`src/sv/e2c_pkg.sv`:
```
// Package of the equirectangular to cube face coordinate core.
// Holds fixed-point constants, the arctangent table, codes and the stage types.
// Depends on nothing; every other file of the block refers to it by scoped names.
package e2c_pkg;

   // Fixed-point format and limits.
   localparam int FRAC_BITS     = 16;
   localparam int ONE           = 1 << FRAC_BITS;
   localparam int DW            = FRAC_BITS + 8;
   localparam int RW            = FRAC_BITS + 26;
   localparam int QW            = FRAC_BITS + 2;
   localparam int PW            = FRAC_BITS;
   localparam int NW            = FRAC_BITS + 5;
   localparam int MAX_FACE_SIZE = 4096;
   localparam int MAX_SRC_WIDTH = 16384;
   localparam int CORDIC_STEPS  = 16;
   localparam int TAB_LEN       = 24;

   // Arctangent of 2^-i in Q30.
   localparam logic [31:0] ATAN_Q30 [TAB_LEN] = '{
      32'h3243F6A8, 32'h1DAC6705, 32'h0FADBAFC, 32'h07F56EA6, 32'h03FEAB76, 32'h01FFD55B,
      32'h00FFFAAA, 32'h007FFF55, 32'h003FFFEA, 32'h001FFFFD, 32'h000FFFFF, 32'h0007FFFF,
      32'h0003FFFF, 32'h0001FFFF, 32'h0000FFFF, 32'h00007FFF, 32'h00003FFF, 32'h00001FFF,
      32'h00000FFF, 32'h000007FF, 32'h000003FF, 32'h000001FF, 32'h000000FF, 32'h0000007F
   };

   // Rounds a Q30 constant to nearest in the working format.
   function automatic logic signed [DW-1:0] from_q30(input logic [31:0] v);
      logic [32:0] t;
      t = {1'b0, v} + (33'd1 << (29 - FRAC_BITS));
      return DW'(t >> (30 - FRAC_BITS));
   endfunction

   localparam logic signed [DW-1:0] PI_Q  = from_q30(32'hC90FDAA2);
   localparam logic signed [DW-1:0] HPI_Q = from_q30(32'h6487ED51);
   localparam logic signed [DW-1:0] AK_Q  = from_q30(32'h2D413CCD);
   localparam logic signed [DW-1:0] KG_Q  = from_q30(32'h26DD3B6A);

   typedef enum logic [2:0] {
      FACE_FRONT = 3'd0,
      FACE_RIGHT = 3'd1,
      FACE_BACK  = 3'd2,
      FACE_LEFT  = 3'd3,
      FACE_UP    = 3'd4,
      FACE_DOWN  = 3'd5
   } face_type;

   typedef enum logic [1:0] {
      CSR_SRC_WIDTH   = 2'd0,
      CSR_SRC_HEIGHT  = 2'd1,
      CSR_FACE_SIZE   = 2'd2,
      CSR_FACE_SELECT = 2'd3
   } csr_type;

   // One CORDIC lane.
   typedef struct packed {
      logic signed [DW-1:0] x;
      logic signed [DW-1:0] y;
      logic signed [DW-1:0] z;
   } cordic_lane_type;

   // One restoring divider lane.
   typedef struct packed {
      logic [RW-1:0] rem;
      logic [QW-1:0] q;
   } div_lane_type;

   // What travels alongside the arithmetic of an item.
   typedef struct packed {
      logic                 vld;
      logic [11:0]          col;
      logic [11:0]          row;
      logic signed [DW-1:0] a;
      logic signed [DW-1:0] b;
      logic [3:0]           flag;
   } side_type;

endpackage

```
`src/sv/e2c_div_cell.sv`:
```
// One cell of a two-lane restoring divider chain: settles one quotient bit per lane.
// Depends on e2c_pkg.
module e2c_div_cell #(
   parameter int BIT = 0
) (
   input  logic                                  clock,
   input  logic                                  reset,
   input  logic                                  en,
   input  logic [1:0][e2c_pkg::RW-1:0]           divisor,
   input  e2c_pkg::div_lane_type [1:0]           up_lane,
   input  e2c_pkg::side_type                     up_side,
   output e2c_pkg::div_lane_type [1:0]           dn_lane,
   output e2c_pkg::side_type                     dn_side
);

   e2c_pkg::div_lane_type [1:0] lane_ff, lane_in;
   e2c_pkg::side_type           side_ff;

   // Subtract the shifted divisor where it fits and set the quotient bit.
   always_comb begin
      logic [e2c_pkg::RW-1:0] trial;
      for (int i = 0; i < 2; i++) begin
         trial      = divisor[i] << BIT;
         lane_in[i] = up_lane[i];
         if (up_lane[i].rem >= trial) begin
            lane_in[i].rem = up_lane[i].rem - trial;
            lane_in[i].q   = up_lane[i].q | (e2c_pkg::QW'(1) << BIT);
         end
      end
   end

   always_ff @(posedge clock) begin
      if (en) lane_ff <= lane_in;
      if (reset) side_ff.vld <= 1'b0;
      else if (en) side_ff <= up_side;
   end

   assign dn_lane = lane_ff;
   assign dn_side = side_ff;

endmodule

```
`config.mk`:
```
export PLATFORM = sky130hd
export DESIGN_NAME = e2c_div_cell
export DESIGN_NICKNAME = d
export VERILOG_FILES = /design/src/sv/e2c_pkg.sv /design/src/sv/e2c_div_cell.sv
export SDC_FILE = /design/constraint.sdc
export NUM_CORES = 1
export LEC_CHECK = 0
export BUFFER_PORTS_ARGS = -buffer_cell sky130_fd_sc_hd__buf_2
export CAP_MARGIN = 20
export CORE_AREA = 4 4 185 187
export DETAILED_ROUTE_END_ITERATION = 16
export DIE_AREA = 0 0 189 191
export PLACE_DENSITY_LB_ADDON = 0.15
export SLEW_MARGIN = 20
export SYNTH_ARGS = -nofsm -noshare
export SYNTH_HDL_FRONTEND = slang
export SYNTH_SLANG_ARGS = --single-unit
```
`constraint.sdc`:
```
create_clock -name clock -period 5.8 [get_ports clock]
set_clock_uncertainty 0.1 [all_clocks]
set_input_delay 0.58 -clock clock [delete_from_list [all_inputs] [get_ports clock]]
set_output_delay 0.58 -clock clock [all_outputs]
set_load 0.01 [all_outputs]
```
### Word-level counts from Yosys, hierarchy flattened

Cells that the tools add are included.

* $add $sub $neg: 2
* order comparisons: 2
* multiplexer cells: 2
* bitwise operators: 1
* reductions and logical operators: 1

Operators by type and width (number)
* $mux W60: 2
* $ge A42 B42 Y1: 2
* $sub A42 B42 Y42: 2
* $reduce_and A2 Y1: 1
* $not A1 Y1: 1

* flip-flop bits (word level): 197
* bits of input ports: 284
* output and inout port bits: 197
* logic and storage cells: 20

### Logic depth before layout (Yosys ltp)

* depth after elaboration: 2
* mapped depth: 16
* mapped depth without buffers: 15

### Worst setup path before layout

OpenSTA, ideal clock, no wires.

* kind: input -> register
* start point: input reset
* end point: register side_ff, in the netlist dn_side[0], enable pin
* setup time: 0.521 ns
* data arrival time: 3.970 ns
* data required time: 5.179 ns
* setup slack: 1.209 ns
* cell stages on the path: 1
* path buffers: 0
* path through: nor2b_1

* longest elaborated chain between the ends: 2

Ends and longest elaborated chain
* start: declaration: line e2c_div_cell.sv:7 `input logic reset,`
* $not A1 Y1 (no source line)
* $reduce_and A2 Y1 (no source line)
* end signal: assignment: line e2c_div_cell.sv:35 `else if (en) side_ff <= up_side;`
* end: declaration: line e2c_div_cell.sv:17 `e2c_pkg::side_type side_ff;`

Every way passes these cells.
A chain may end at the register's enable or synchronous reset.

==> Implementation_results.wiki <==
{| class="wikitable"
! Metric !! Value
|-
| Result of the run || finished clean
|-
| Count of flip-flops with a built-in enable after synthesis || 196
|-
| RSZ-0062 raised after global routing || no
|-
| Boundary pin count || 481
|-
| Vias per std cell || 4.91
|-
| Total of fill cells in the finished design || 3,138
|-
| Final cell utilization of the core || 0.467
|-
| Antenna viol nets, final || 0
|-
| Top cell type by total area after synthesis || edfxtp_1
|-
| Setup TNS after final layout || 0 ns
|-
| PnR Total Power || 4.05 mW
|-
| Final routed DRC violation total || 0
|-
| Largest net degree at the start of global routing || 70
|-
| Hold crit path type || input pin to register
|-
| Nature of the critical path endpoint || register
|-
| Mean instance size in the synthesized netlist || 10.7 um^2
|-
| Number of setup violations in the final report || 0
|-
| Synthesis warning total || 0
|-
| Layout cells sized above 1 || 0.353
|-
| Floorplan die area || 0.0361 mm^2
|-
| Maximum buffer depth of the clock tree || 2
|-
| Largest vdd supply drop || 0.000188 V
|-
| Total power density per cell area || 267 mW/mm^2
|-
| Number of nets in the finished design || 1,941
|-
| Total number of vias || 9,945
|-
| Count of hold-fix buffers inserted at cts || 0
|-
| Fmax || 273 MHz
|-
| Quantity of I/O buffers inserted on ports || 480
|-
| Initial antenna violation count || 4
|-
| Hold Path Depth || 1
|-
| CTS Buf Count || 17
|-
| Top area cells in the synthesized netlist || edfxtp_1 50%, ha_1 9.0%, a21oi_1 5.9%
|-
| Post-CTS Repair Setup Buffers || 0
|-
| GR Util All Layers || 0.196
|-
| Tightest slew margin relative to the limit || 0.371
|-
| Type of origin of the critical path || input pin
|-
| Buffer cell driving the clock tree root || clkbuf_16
|-
| Overall overflow remaining after global route || 0
|-
| Share of synthesized area occupied by flip-flops and latches || 0.505
|-
| Worst Max-Slew Pin Slew || 0.943 ns
|-
| Via count of the first global-routing pass || 9,714
|-
| Setup Crit Path Kind || input pin to register
|-
| Number of hold violations in the final report || 0
|-
| Summed area of non-filler cells in the final layout || 0.0151 mm^2
|-
| Die X || 189 um
|-
| Final max-slew violation count || 0
|-
| Dpl hpwl || 30.6 mm
|-
| Required @ worst endpoint || 5.90 ns
|-
| Cts repair resizes || 0
|-
| Sequential cell area in the final layout || 0.00591 mm^2
|-
| Maximum level of the CTS H-tree || 4
|-
| Routed len/inst || 18.6 um
|-
| Standby leakage power || 6.99 nW
|-
| Post-synth ARST share || 0
|-
| Global-route wire length before repair || 55.1 mm
|-
| Data arrival at the endpoint of the critical path || 3.77 ns
|-
| Area Overhead vs Synth || 29.4%
|-
| Register clock-pin slew on the reported worst setup and hold paths || 0.08 ns
|-
| Final critical path time including I/O delays and setup || 3.67 ns
|-
| Cell variety after synth || 63
|-
| Count of standard-cell rows || 66
|-
| Core outline area || 0.0325 mm^2
|-
| Synthesized netlist cell count || 1,098
|-
| Final WL || 37.7 mm
|-
| Die Span Y || 191 um
|-
| Reg2reg path depth || 2
|-
| DR iter-0 viols || 552
|-
| Final critical-path share of the clock period || 0.633
|-
| Starting Density || 0.361
|-
| Register bit count reported by yosys || 197
|-
| Clk Latency, worst-skew pair || 0.44 ns
|-
| Largest driver fanout on the critical path || 37
|-
| Final weighted congestion of routability-driven global placement || 0.860
|-
| Pre-antenna DRT Iters || 5
|-
| Post-synthesis cell area || 0.0117 mm^2
|-
| Combined area of the multi-input logic cells || 0.00523 mm^2
|-
| Placed instance area || 0.0146 mm^2
|-
| Net count after synthesis || 1,468
|-
| Max-cap viol count || 0
|-
| Clk sinks || 197
|-
| Most common flop cell mapped by yosys || edfxtp_1
|-
| TritonCTS clock tree || yes
|-
| Area share of the largest cell type after synthesis || 0.503
|}
state kept, by name, summed over array words and instances, names as in the netlist:
register and flops:
dn_side 77, dn_lane 120
worst max-delay path, cell delays in order:
cell and delay (ns):
buf_2 0.09, inv_1 0.04, ha_1 0.18, inv_1 0.12, fa_1 0.23, a21oi_1 0.09, o21ai_1 0.24, a211oi_2 0.16
o31ai_4 0.39, a31oi_2 0.21, o31ai_4 0.38, a21oi_4 0.13, o21ai_4 0.16, buf_4 0.37, mux2_2 0.38
logic make-up (layout without fill, tap and decap cells):
logic type / count (synthesis) / count (layout) / synth area share
other cells: 0 / 3 / 0
xor+xnor: 75 / 75 / 0.0561
compound gates: 315 / 315 / 0.172
buf+inv: 143 / 627 / 0.0498
simple gates: 258 / 258 / 0.102
flops: 197 / 197 / 0.505
fa+ha+maj: 86 / 86 / 0.0932
mux: 24 / 24 / 0.0229
stage by stage:
stage | hold WS (ns) | std cells | worst slack, ns
after global placement | 0.416 | 1993 | 1.77
after CTS | 0.173 | 2024 | 2.18
after global routing | 0.175 | 2024 | 1.94
after floorplan | 0.428 | 1098 | 1.21
after detailed placement | 0.413 | 1994 | 1.71
final | 0.205 | 2027 | 2.13
placed cells by master (no fill, tap or decap), drive strengths merged, types with 26 or more instances in the layout:
master  count
ha         84
nand3      26
buf       487
o21ai      44
nand2      58
xnor2      46
a21oi     140
xor2       29
inv       116
nor2       98
a21o       50
edfxtp    196
worst paths after layout:
check | start | endpoint | slack (ns)
min | up_side[71] | dn_side[71] | 0.20
min reg2reg | dn_side[76] | dn_side[76] | 0.45
max | up_lane[18] | dn_lane[35] | 2.13
max reg2reg | dn_side[76] | dn_side[76] | 5.08
report_power, final:
group	switching [mW]	internal (mW)
clock	0.577	0.600
combinational	0.624	0.459
sequential	0.0410	1.75
total	1.24	2.81
metal layers:
layer	vias up	routed length (um)	global-route usage
li1	4934	-	-
met1	4651	16300	0.259
met2	325	18600	0.332
met3	27	2480	0.0484
met4	8	350	0.0381
met5	-	57	0
cell type report:
type	instances	area share
sequential	197	0.390
multi-input combinational	758	0.345
timing repair buffer	487	0.164
tap	442	0.0365
clock buffer	18	0.0283
inverter	110	0.0273
clock inverter	12	0.00818
antenna	3	0.000496
synthesized netlist by cell type (all sizes together) (10+ instances only):
master	instances
edfxtp	196
a21oi	140
inv	110
nor2	98
ha	84
nand2	58
a21o	50
xnor2	46
o21ai	44
xor2	29
nand3	26
mux2	22
buf	17
clkbuf	16
o21bai	16
nand4	15
nor3	13
nand2b	12
a31oi	11
and3	10
Power figures use the tool's default switching activity.
