--- config.mk ---
export PLATFORM = sky130hd
export DESIGN_NAME = e2c_cordic_cell
export DESIGN_NICKNAME = d
export VERILOG_FILES = /design/src/sv/e2c_pkg.sv /design/src/sv/e2c_cordic_cell.sv
export SDC_FILE = /design/constraint.sdc
export NUM_CORES = 1
export LEC_CHECK = 0
export BUFFER_PORTS_ARGS = -buffer_cell sky130_fd_sc_hd__buf_2
export CORE_MARGIN = 2
export CORE_UTILIZATION = 50
export DETAILED_ROUTE_END_ITERATION = 10
export PLACE_DENSITY_LB_ADDON = 0.25
export REMOVE_ABC_BUFFERS = 1
export SLEW_MARGIN = 30
export SYNTH_ARGS = -nofsm -noshare
export SYNTH_HDL_FRONTEND = slang
export SYNTH_SLANG_ARGS = --single-unit
export TNS_END_PERCENT = 50
--- constraint.sdc ---
create_clock -name clock -period 5.3 [get_ports clock]
set_input_delay 0.53 -clock clock [delete_from_list [all_inputs] [get_ports clock]]
set_output_delay 0.53 -clock clock [all_outputs]
set_load 0.02 [all_outputs]
--- src/sv/e2c_pkg.sv ---
// Package of the equirectangular to cube face coordinate core.
// Holds fixed-point constants, the arctangent table, codes and the stage types.
// Depends on nothing; every other file of the block refers to it by scoped names.
package e2c_pkg;

   // Fixed-point format and limits.
   localparam int FRAC_BITS     = 16;
   localparam int ONE           = 1 << FRAC_BITS;
   localparam int DW            = FRAC_BITS + 8;
   localparam int RW            = FRAC_BITS + 26;
   localparam int QW            = FRAC_BITS + 2;
   localparam int PW            = FRAC_BITS;
   localparam int NW            = FRAC_BITS + 5;
   localparam int MAX_FACE_SIZE = 4096;
   localparam int MAX_SRC_WIDTH = 16384;
   localparam int CORDIC_STEPS  = 16;
   localparam int TAB_LEN       = 24;

   // Arctangent of 2^-i in Q30.
   localparam logic [31:0] ATAN_Q30 [TAB_LEN] = '{
      32'h3243F6A8, 32'h1DAC6705, 32'h0FADBAFC, 32'h07F56EA6, 32'h03FEAB76, 32'h01FFD55B,
      32'h00FFFAAA, 32'h007FFF55, 32'h003FFFEA, 32'h001FFFFD, 32'h000FFFFF, 32'h0007FFFF,
      32'h0003FFFF, 32'h0001FFFF, 32'h0000FFFF, 32'h00007FFF, 32'h00003FFF, 32'h00001FFF,
      32'h00000FFF, 32'h000007FF, 32'h000003FF, 32'h000001FF, 32'h000000FF, 32'h0000007F
   };

   // Rounds a Q30 constant to nearest in the working format.
   function automatic logic signed [DW-1:0] from_q30(input logic [31:0] v);
      logic [32:0] t;
      t = {1'b0, v} + (33'd1 << (29 - FRAC_BITS));
      return DW'(t >> (30 - FRAC_BITS));
   endfunction

   localparam logic signed [DW-1:0] PI_Q  = from_q30(32'hC90FDAA2);
   localparam logic signed [DW-1:0] HPI_Q = from_q30(32'h6487ED51);
   localparam logic signed [DW-1:0] AK_Q  = from_q30(32'h2D413CCD);
   localparam logic signed [DW-1:0] KG_Q  = from_q30(32'h26DD3B6A);

   typedef enum logic [2:0] {
      FACE_FRONT = 3'd0,
      FACE_RIGHT = 3'd1,
      FACE_BACK  = 3'd2,
      FACE_LEFT  = 3'd3,
      FACE_UP    = 3'd4,
      FACE_DOWN  = 3'd5
   } face_type;

   typedef enum logic [1:0] {
      CSR_SRC_WIDTH   = 2'd0,
      CSR_SRC_HEIGHT  = 2'd1,
      CSR_FACE_SIZE   = 2'd2,
      CSR_FACE_SELECT = 2'd3
   } csr_type;

   // One CORDIC lane.
   typedef struct packed {
      logic signed [DW-1:0] x;
      logic signed [DW-1:0] y;
      logic signed [DW-1:0] z;
   } cordic_lane_type;

   // One restoring divider lane.
   typedef struct packed {
      logic [RW-1:0] rem;
      logic [QW-1:0] q;
   } div_lane_type;

   // What travels alongside the arithmetic of an item.
   typedef struct packed {
      logic                 vld;
      logic [11:0]          col;
      logic [11:0]          row;
      logic signed [DW-1:0] a;
      logic signed [DW-1:0] b;
      logic [3:0]           flag;
   } side_type;

endpackage

--- src/sv/e2c_cordic_cell.sv ---
// One CORDIC micro-rotation cell, vectoring or rotating, over one or more lanes.
// Depends on e2c_pkg.
module e2c_cordic_cell #(
   parameter int STEP   = 0,
   parameter bit VECTOR = 1'b1,
   parameter int LANES  = 1
) (
   input  logic                                   clock,
   input  logic                                   reset,
   input  logic                                   en,
   input  e2c_pkg::cordic_lane_type [LANES-1:0]   up_lane,
   input  e2c_pkg::side_type                      up_side,
   output e2c_pkg::cordic_lane_type [LANES-1:0]   dn_lane,
   output e2c_pkg::side_type                      dn_side
);

   localparam logic signed [e2c_pkg::DW-1:0] ANG = e2c_pkg::from_q30(e2c_pkg::ATAN_Q30[STEP]);

   e2c_pkg::cordic_lane_type [LANES-1:0] lane_ff, lane_in;
   e2c_pkg::side_type                    side_ff;

   // Vectoring drives y towards zero; rotation drives z towards zero.
   always_comb begin
      logic signed [e2c_pkg::DW-1:0] xs, ys;
      logic                          pos;
      for (int i = 0; i < LANES; i++) begin
         xs  = up_lane[i].x >>> STEP;
         ys  = up_lane[i].y >>> STEP;
         pos = VECTOR ? !up_lane[i].y[e2c_pkg::DW-1] : !up_lane[i].z[e2c_pkg::DW-1];
         if (pos == VECTOR) begin
            lane_in[i].x = up_lane[i].x + ys;
            lane_in[i].y = up_lane[i].y - xs;
         end else begin
            lane_in[i].x = up_lane[i].x - ys;
            lane_in[i].y = up_lane[i].y + xs;
         end
         lane_in[i].z = pos ? up_lane[i].z + (VECTOR ? ANG : -ANG)
                            : up_lane[i].z - (VECTOR ? ANG : -ANG);
      end
   end

   always_ff @(posedge clock) begin
      if (en) lane_ff <= lane_in;
      if (reset) side_ff.vld <= 1'b0;
      else if (en) side_ff <= up_side;
   end

   assign dn_lane = lane_ff;
   assign dn_side = side_ff;

endmodule

# After elaboration in Yosys (flattened, before gate mapping)
# Cells that the tools add are included.
totals:
  input_bits: 152
  ff_bits: 149
  output_inout_bits: 149
  word_cells: 18
op_classes:
  mux: 2
  n_reduce_logical: 1
  addsub: 5
  n_bitwise: 1
ops:
  columns: ["cell", "count"]
  rows:
  - ["48-bit two-way mux", 1]
  - ["24-bit subtractor", 2]
  - ["24-bit by 17-bit adder with 24-bit output (second input constant)", 1]
  - ["24-bit adder", 1]
  - ["24-bit two-way mux", 1]
  - ["24-bit by 17-bit subtractor with 24-bit output (second input constant)", 1]
  - ["2-bit AND reduction", 1]
  - ["1-bit NOT", 1]

# Longest topological paths before layout
logic_depth:
  ltp_word: 2
  mapped_depth: 12

# Worst setup path before layout
# No wires, ideal clock.
synth_timing:
  path_type: "input -> register"
  startpoint: "input port reset"
  endpoint: "register side_ff, in the netlist dn_side[0], enable pin"
  setup_ps: 521
  required_ps: 4779
  setup_slack_ps: 859
  path_buffers: 0
  stages: 1
  arrival_time_ps: 3920
  path_cell_list: "nor2b_1"
synth_via:
  elab_chain_len: 2
synth_lines:
  columns: ["element", "line_no", "text"]
  rows:
  - ["start, declared", "e2c_cordic_cell.sv:9", "input logic reset,"]
  - ["1-bit NOT (no line)", null, null]
  - ["2-bit AND reduction (no line)", null, null]
  - ["end signal, assigned", "e2c_cordic_cell.sv:45", "else if (en) side_ff <= up_side;"]
  - ["end, declared", "e2c_cordic_cell.sv:20", "e2c_pkg::side_type side_ff;"]
# No other way between the ends.
# A chain may end at the register's enable or synchronous reset.

==> flow_metrics.env <==
export IMPL_final_hold_viol_count=0
export IMPL_reg2reg_from="dn_side[76]$_SDFFE_PP0P_"
export IMPL_critPathMaxFanout=35
export IMPL_status="finished, final reports clean"
export IMPL_worstHoldStart="up_side[14]"
export IMPL_cpMaxStageDelayCell="buf_4"
export IMPL_cp_end_kind="register"
export IMPL_final_common_cell="buf_2"
export IMPL_min_to="dn_side[14]$_DFFE_PP_"
export IMPL_hold_buffers=0
export IMPL_synth_compound_area_frac=0.202
export IMPL_total_leakage_power_nw=5.27
export IMPL_path_clk_slew_ns=0.06
export IMPL_pin_count=301
export IMPL_power_per_cell_area_nw_per_um2=309
export IMPL_max_stage_delay_ns=0.42
export IMPL_max_freq_mhz=357
export IMPL_synthSimpleGateAreaFrac=0.105
export IMPL_critPathKind="input port to register"
export IMPL_synth_area_per_cell_um2=10.6
export IMPL_drv_slew=0
export IMPL_htree_levels=4
export IMPL_overflow=0
export IMPL_synthAdderAreaFrac=0.132
export IMPL_cts_setup_buffers=0
export IMPL_synth_area_um2=9710
export IMPL_grt_pass1_vias=7665
export IMPL_worst_pin_slew_ns=0.830
export IMPL_clk_insertion_delay_late_ns=0.41
export IMPL_rsz0062_at_grt="no"
export IMPL_fp_dieArea_um2=20600
export IMPL_drive_gt1_frac=0.299
export IMPL_finalWorstSetupSlack_ns=2.50
export IMPL_viasPerCell=5.57
export IMPL_wl_per_cell_um=19.4
export IMPL_crit_family="compound AO/OA/AOI/OAI gates"
export IMPL_cp_data_arrival_time_ns=2.97
export IMPL_drcViolationCount=0
export IMPL_r2r_cells=2
export IMPL_dpl_worst_slack_ns=2.10
export IMPL_rrSetupSlack_ns=4.70
export IMPL_timing_max_cap_violations=0
export IMPL_hp_class="input port to register"
export IMPL_synth_edf_count=147
export IMPL_holdPathStages=1
export IMPL_cts_buffers=17
export IMPL_drt_iter0_drc=740
export IMPL_clock_sinks=148
export IMPL_synth_top_cell_by_area="edfxtp_1"
export IMPL_crit_buf_inv=3
export IMPL_ys_types=77
export IMPL_synthesis_instances=919
export IMPL_place_hpwl_um=23100
export IMPL_tns_ns=0
export IMPL_final_antenna_net_count=0
export IMPL_grt_pass1_wl_um=42500
export IMPL_post_route_min_period_ns=2.80
export IMPL_cts_root_buffer="clkbuf_16"
export IMPL_startpoint_type="input port"
export IMPL_place_congestion=0.974
export IMPL_synth_area_leaders="edfxtp_1 (45%), ha_1 (12%), a21oi_1 (4.5%)"
export IMPL_grt_max_degree=66
export IMPL_ir_drop_mv=0.149
export IMPL_r2r_end="dn_side[76]$_SDFFE_PP0P_"
export IMPL_path_cells="buf_2, inv_1, buf_4, ha_1, a21o_1, a21oi_1, nand3_1, a21oi_1, o21bai_1, a21oi_1, xnor2_1"
export IMPL_fp_dieW_um=143
export IMPL_final_setup_viol_count=0
export IMPL_syn_to_final_growth_pct=23.7
export IMPL_cts_tree="done"
export IMPL_ys_ff_latch=148
export IMPL_synth_top_family_by_area="compound AO/OA/AOI/OAI gates"
export IMPL_slew_limit_headroom=0.446
export IMPL_ys_seq_area_frac=0.457
export IMPL_num_vias=8285
export IMPL_nets=1461
export IMPL_layout_common_cells="buf_2 (299), edfxtp_1 (147), ha_1 (96)"
export IMPL_fp_dieH_um=143
export IMPL_synthMuxAreaShare=0.00824
export IMPL_finalCritPeriodShare=0.529
export IMPL_crit_top_cell="a21oi_1"
export IMPL_synth_top_area_frac=0.454
export IMPL_fin_worst_skew_ns=0
export IMPL_core_area_um2=18900
export IMPL_start_util=0.514
export IMPL_ys_warn_count=0
export IMPL_ctsResizeCount=0
export IMPL_critical_path_required_ns=5.46
export IMPL_wl_um=28800
export IMPL_synth_xor_area_frac=0.0478
export IMPL_io_buffers=300
export IMPL_clockBufferDepth=2
export IMPL_grt_usage=0.272
export IMPL_rows=50
export IMPL_dr_pass1_iters=5
export IMPL_antenna_found_initial=6
export IMPL_synth_main_ff_cell="edfxtp_1"
export IMPL_async_reset_ff_frac=0
final cells by class:
cell class	instances	area [um2]
fillers	1586	6870
multi-input cells	658	4820
flip-flops and latches	148	4430
repair buffers	304	1530
clock buffers	17	425
well taps	260	325
inverters	80	300
clock inverters	15	164
diodes	6	15.0
how the worst max path moves through the flow:
stage | start | to | slack [ns] | depth (start not counted)
2_1_floorplan | reset | dn_side[0]$_DFFE_PP_ | 0.86 | 1
3_3_place_gp | up_lane[33] | dn_lane[46]$_DFFE_PP_ | 2.12 | 10
3_5_place_dp | up_lane[47] | dn_lane[21]$_DFFE_PP_ | 2.10 | 10
4_1_cts | up_lane[47] | dn_lane[21]$_DFFE_PP_ | 2.55 | 10
5_1_grt | up_lane[47] | dn_lane[22]$_DFFE_PP_ | 2.31 | 11
6_report | up_lane[47] | dn_lane[20]$_DFFE_PP_ | 2.50 | 11
stage by stage:
| step | cells | cell area (um2) | utilization | hold slack [ns] | power, W |
|---|---|---|---|---|---|
| floorplan | 886 | 9550 | - | 0.579 | 0.00217 |
| global placement | 1450 | 11400 | 0.604 | 0.513 | 0.00253 |
| finish | 1488 | 12000 | 0.636 | 0.286 | 0.00371 |
| CTS | 1482 | 12000 | 0.635 | 0.271 | 0.00372 |
| global route | 1488 | 12000 | 0.636 | 0.269 | 0.00387 |
| detailed placement | 1450 | 11400 | 0.604 | 0.510 | 0.00254 |
flip-flops by register name, summed over array words and instances (netlist names):
name     count
dn_side     77
dn_lane     71
cell families after synthesis:
| logic type | count (synthesis) |
|---|---|
| and+or+nand+nor | 209 |
| AOI/OAI and AO/OA | 288 |
| adders and majority gates | 100 |
| DFF | 148 |
| muxes | 8 |
| xor gates and xnor gates | 53 |
| buffers and inverters | 113 |
per-layer routing:
metal	global-route usage	vias up	wire length (um)
met2	0.456	391	14300
met5	0	-	0
met1	0.350	3867	11700
li1	-	3980	-
met3	0.0506	47	2170
met4	0.101	0	735
synthesized netlist by cell type (5+ instances only):
cell type / n
o21ai_1: 5
a211oi_1: 10
nor2b_1: 12
edfxtp_1: 147
xnor2_1: 44
o21a_1: 21
a211o_1: 7
o2111ai_1: 5
nand4_1: 11
nor2_1: 64
mux2i_1: 8
buf_1: 5
or3_1: 7
clkbuf_1: 13
xor2_1: 9
a31oi_1: 8
a21o_1: 16
nand2_1: 41
nand2b_1: 8
o21ai_0: 47
nor3_1: 19
ha_1: 96
and2_1: 5
o31ai_1: 13
o31a_1: 7
o211ai_1: 7
inv_1: 76
o22ai_1: 5
o21bai_1: 10
nand3_1: 20
buf_2: 9
a21oi_1: 87
where the power goes:
part	internal, W	switching [W]
Clock	0.000669	0.000513
Sequential	0.00145	0.0000364
Combinational	0.000363	0.000675
worst reg2reg max path, stage by stage, from the launching register on:
cell and delay [ns]:
dfxtp_1 0.32, mux2i_1 0.12, nor2_1 0.05
(Power assumes the default switching activity.)
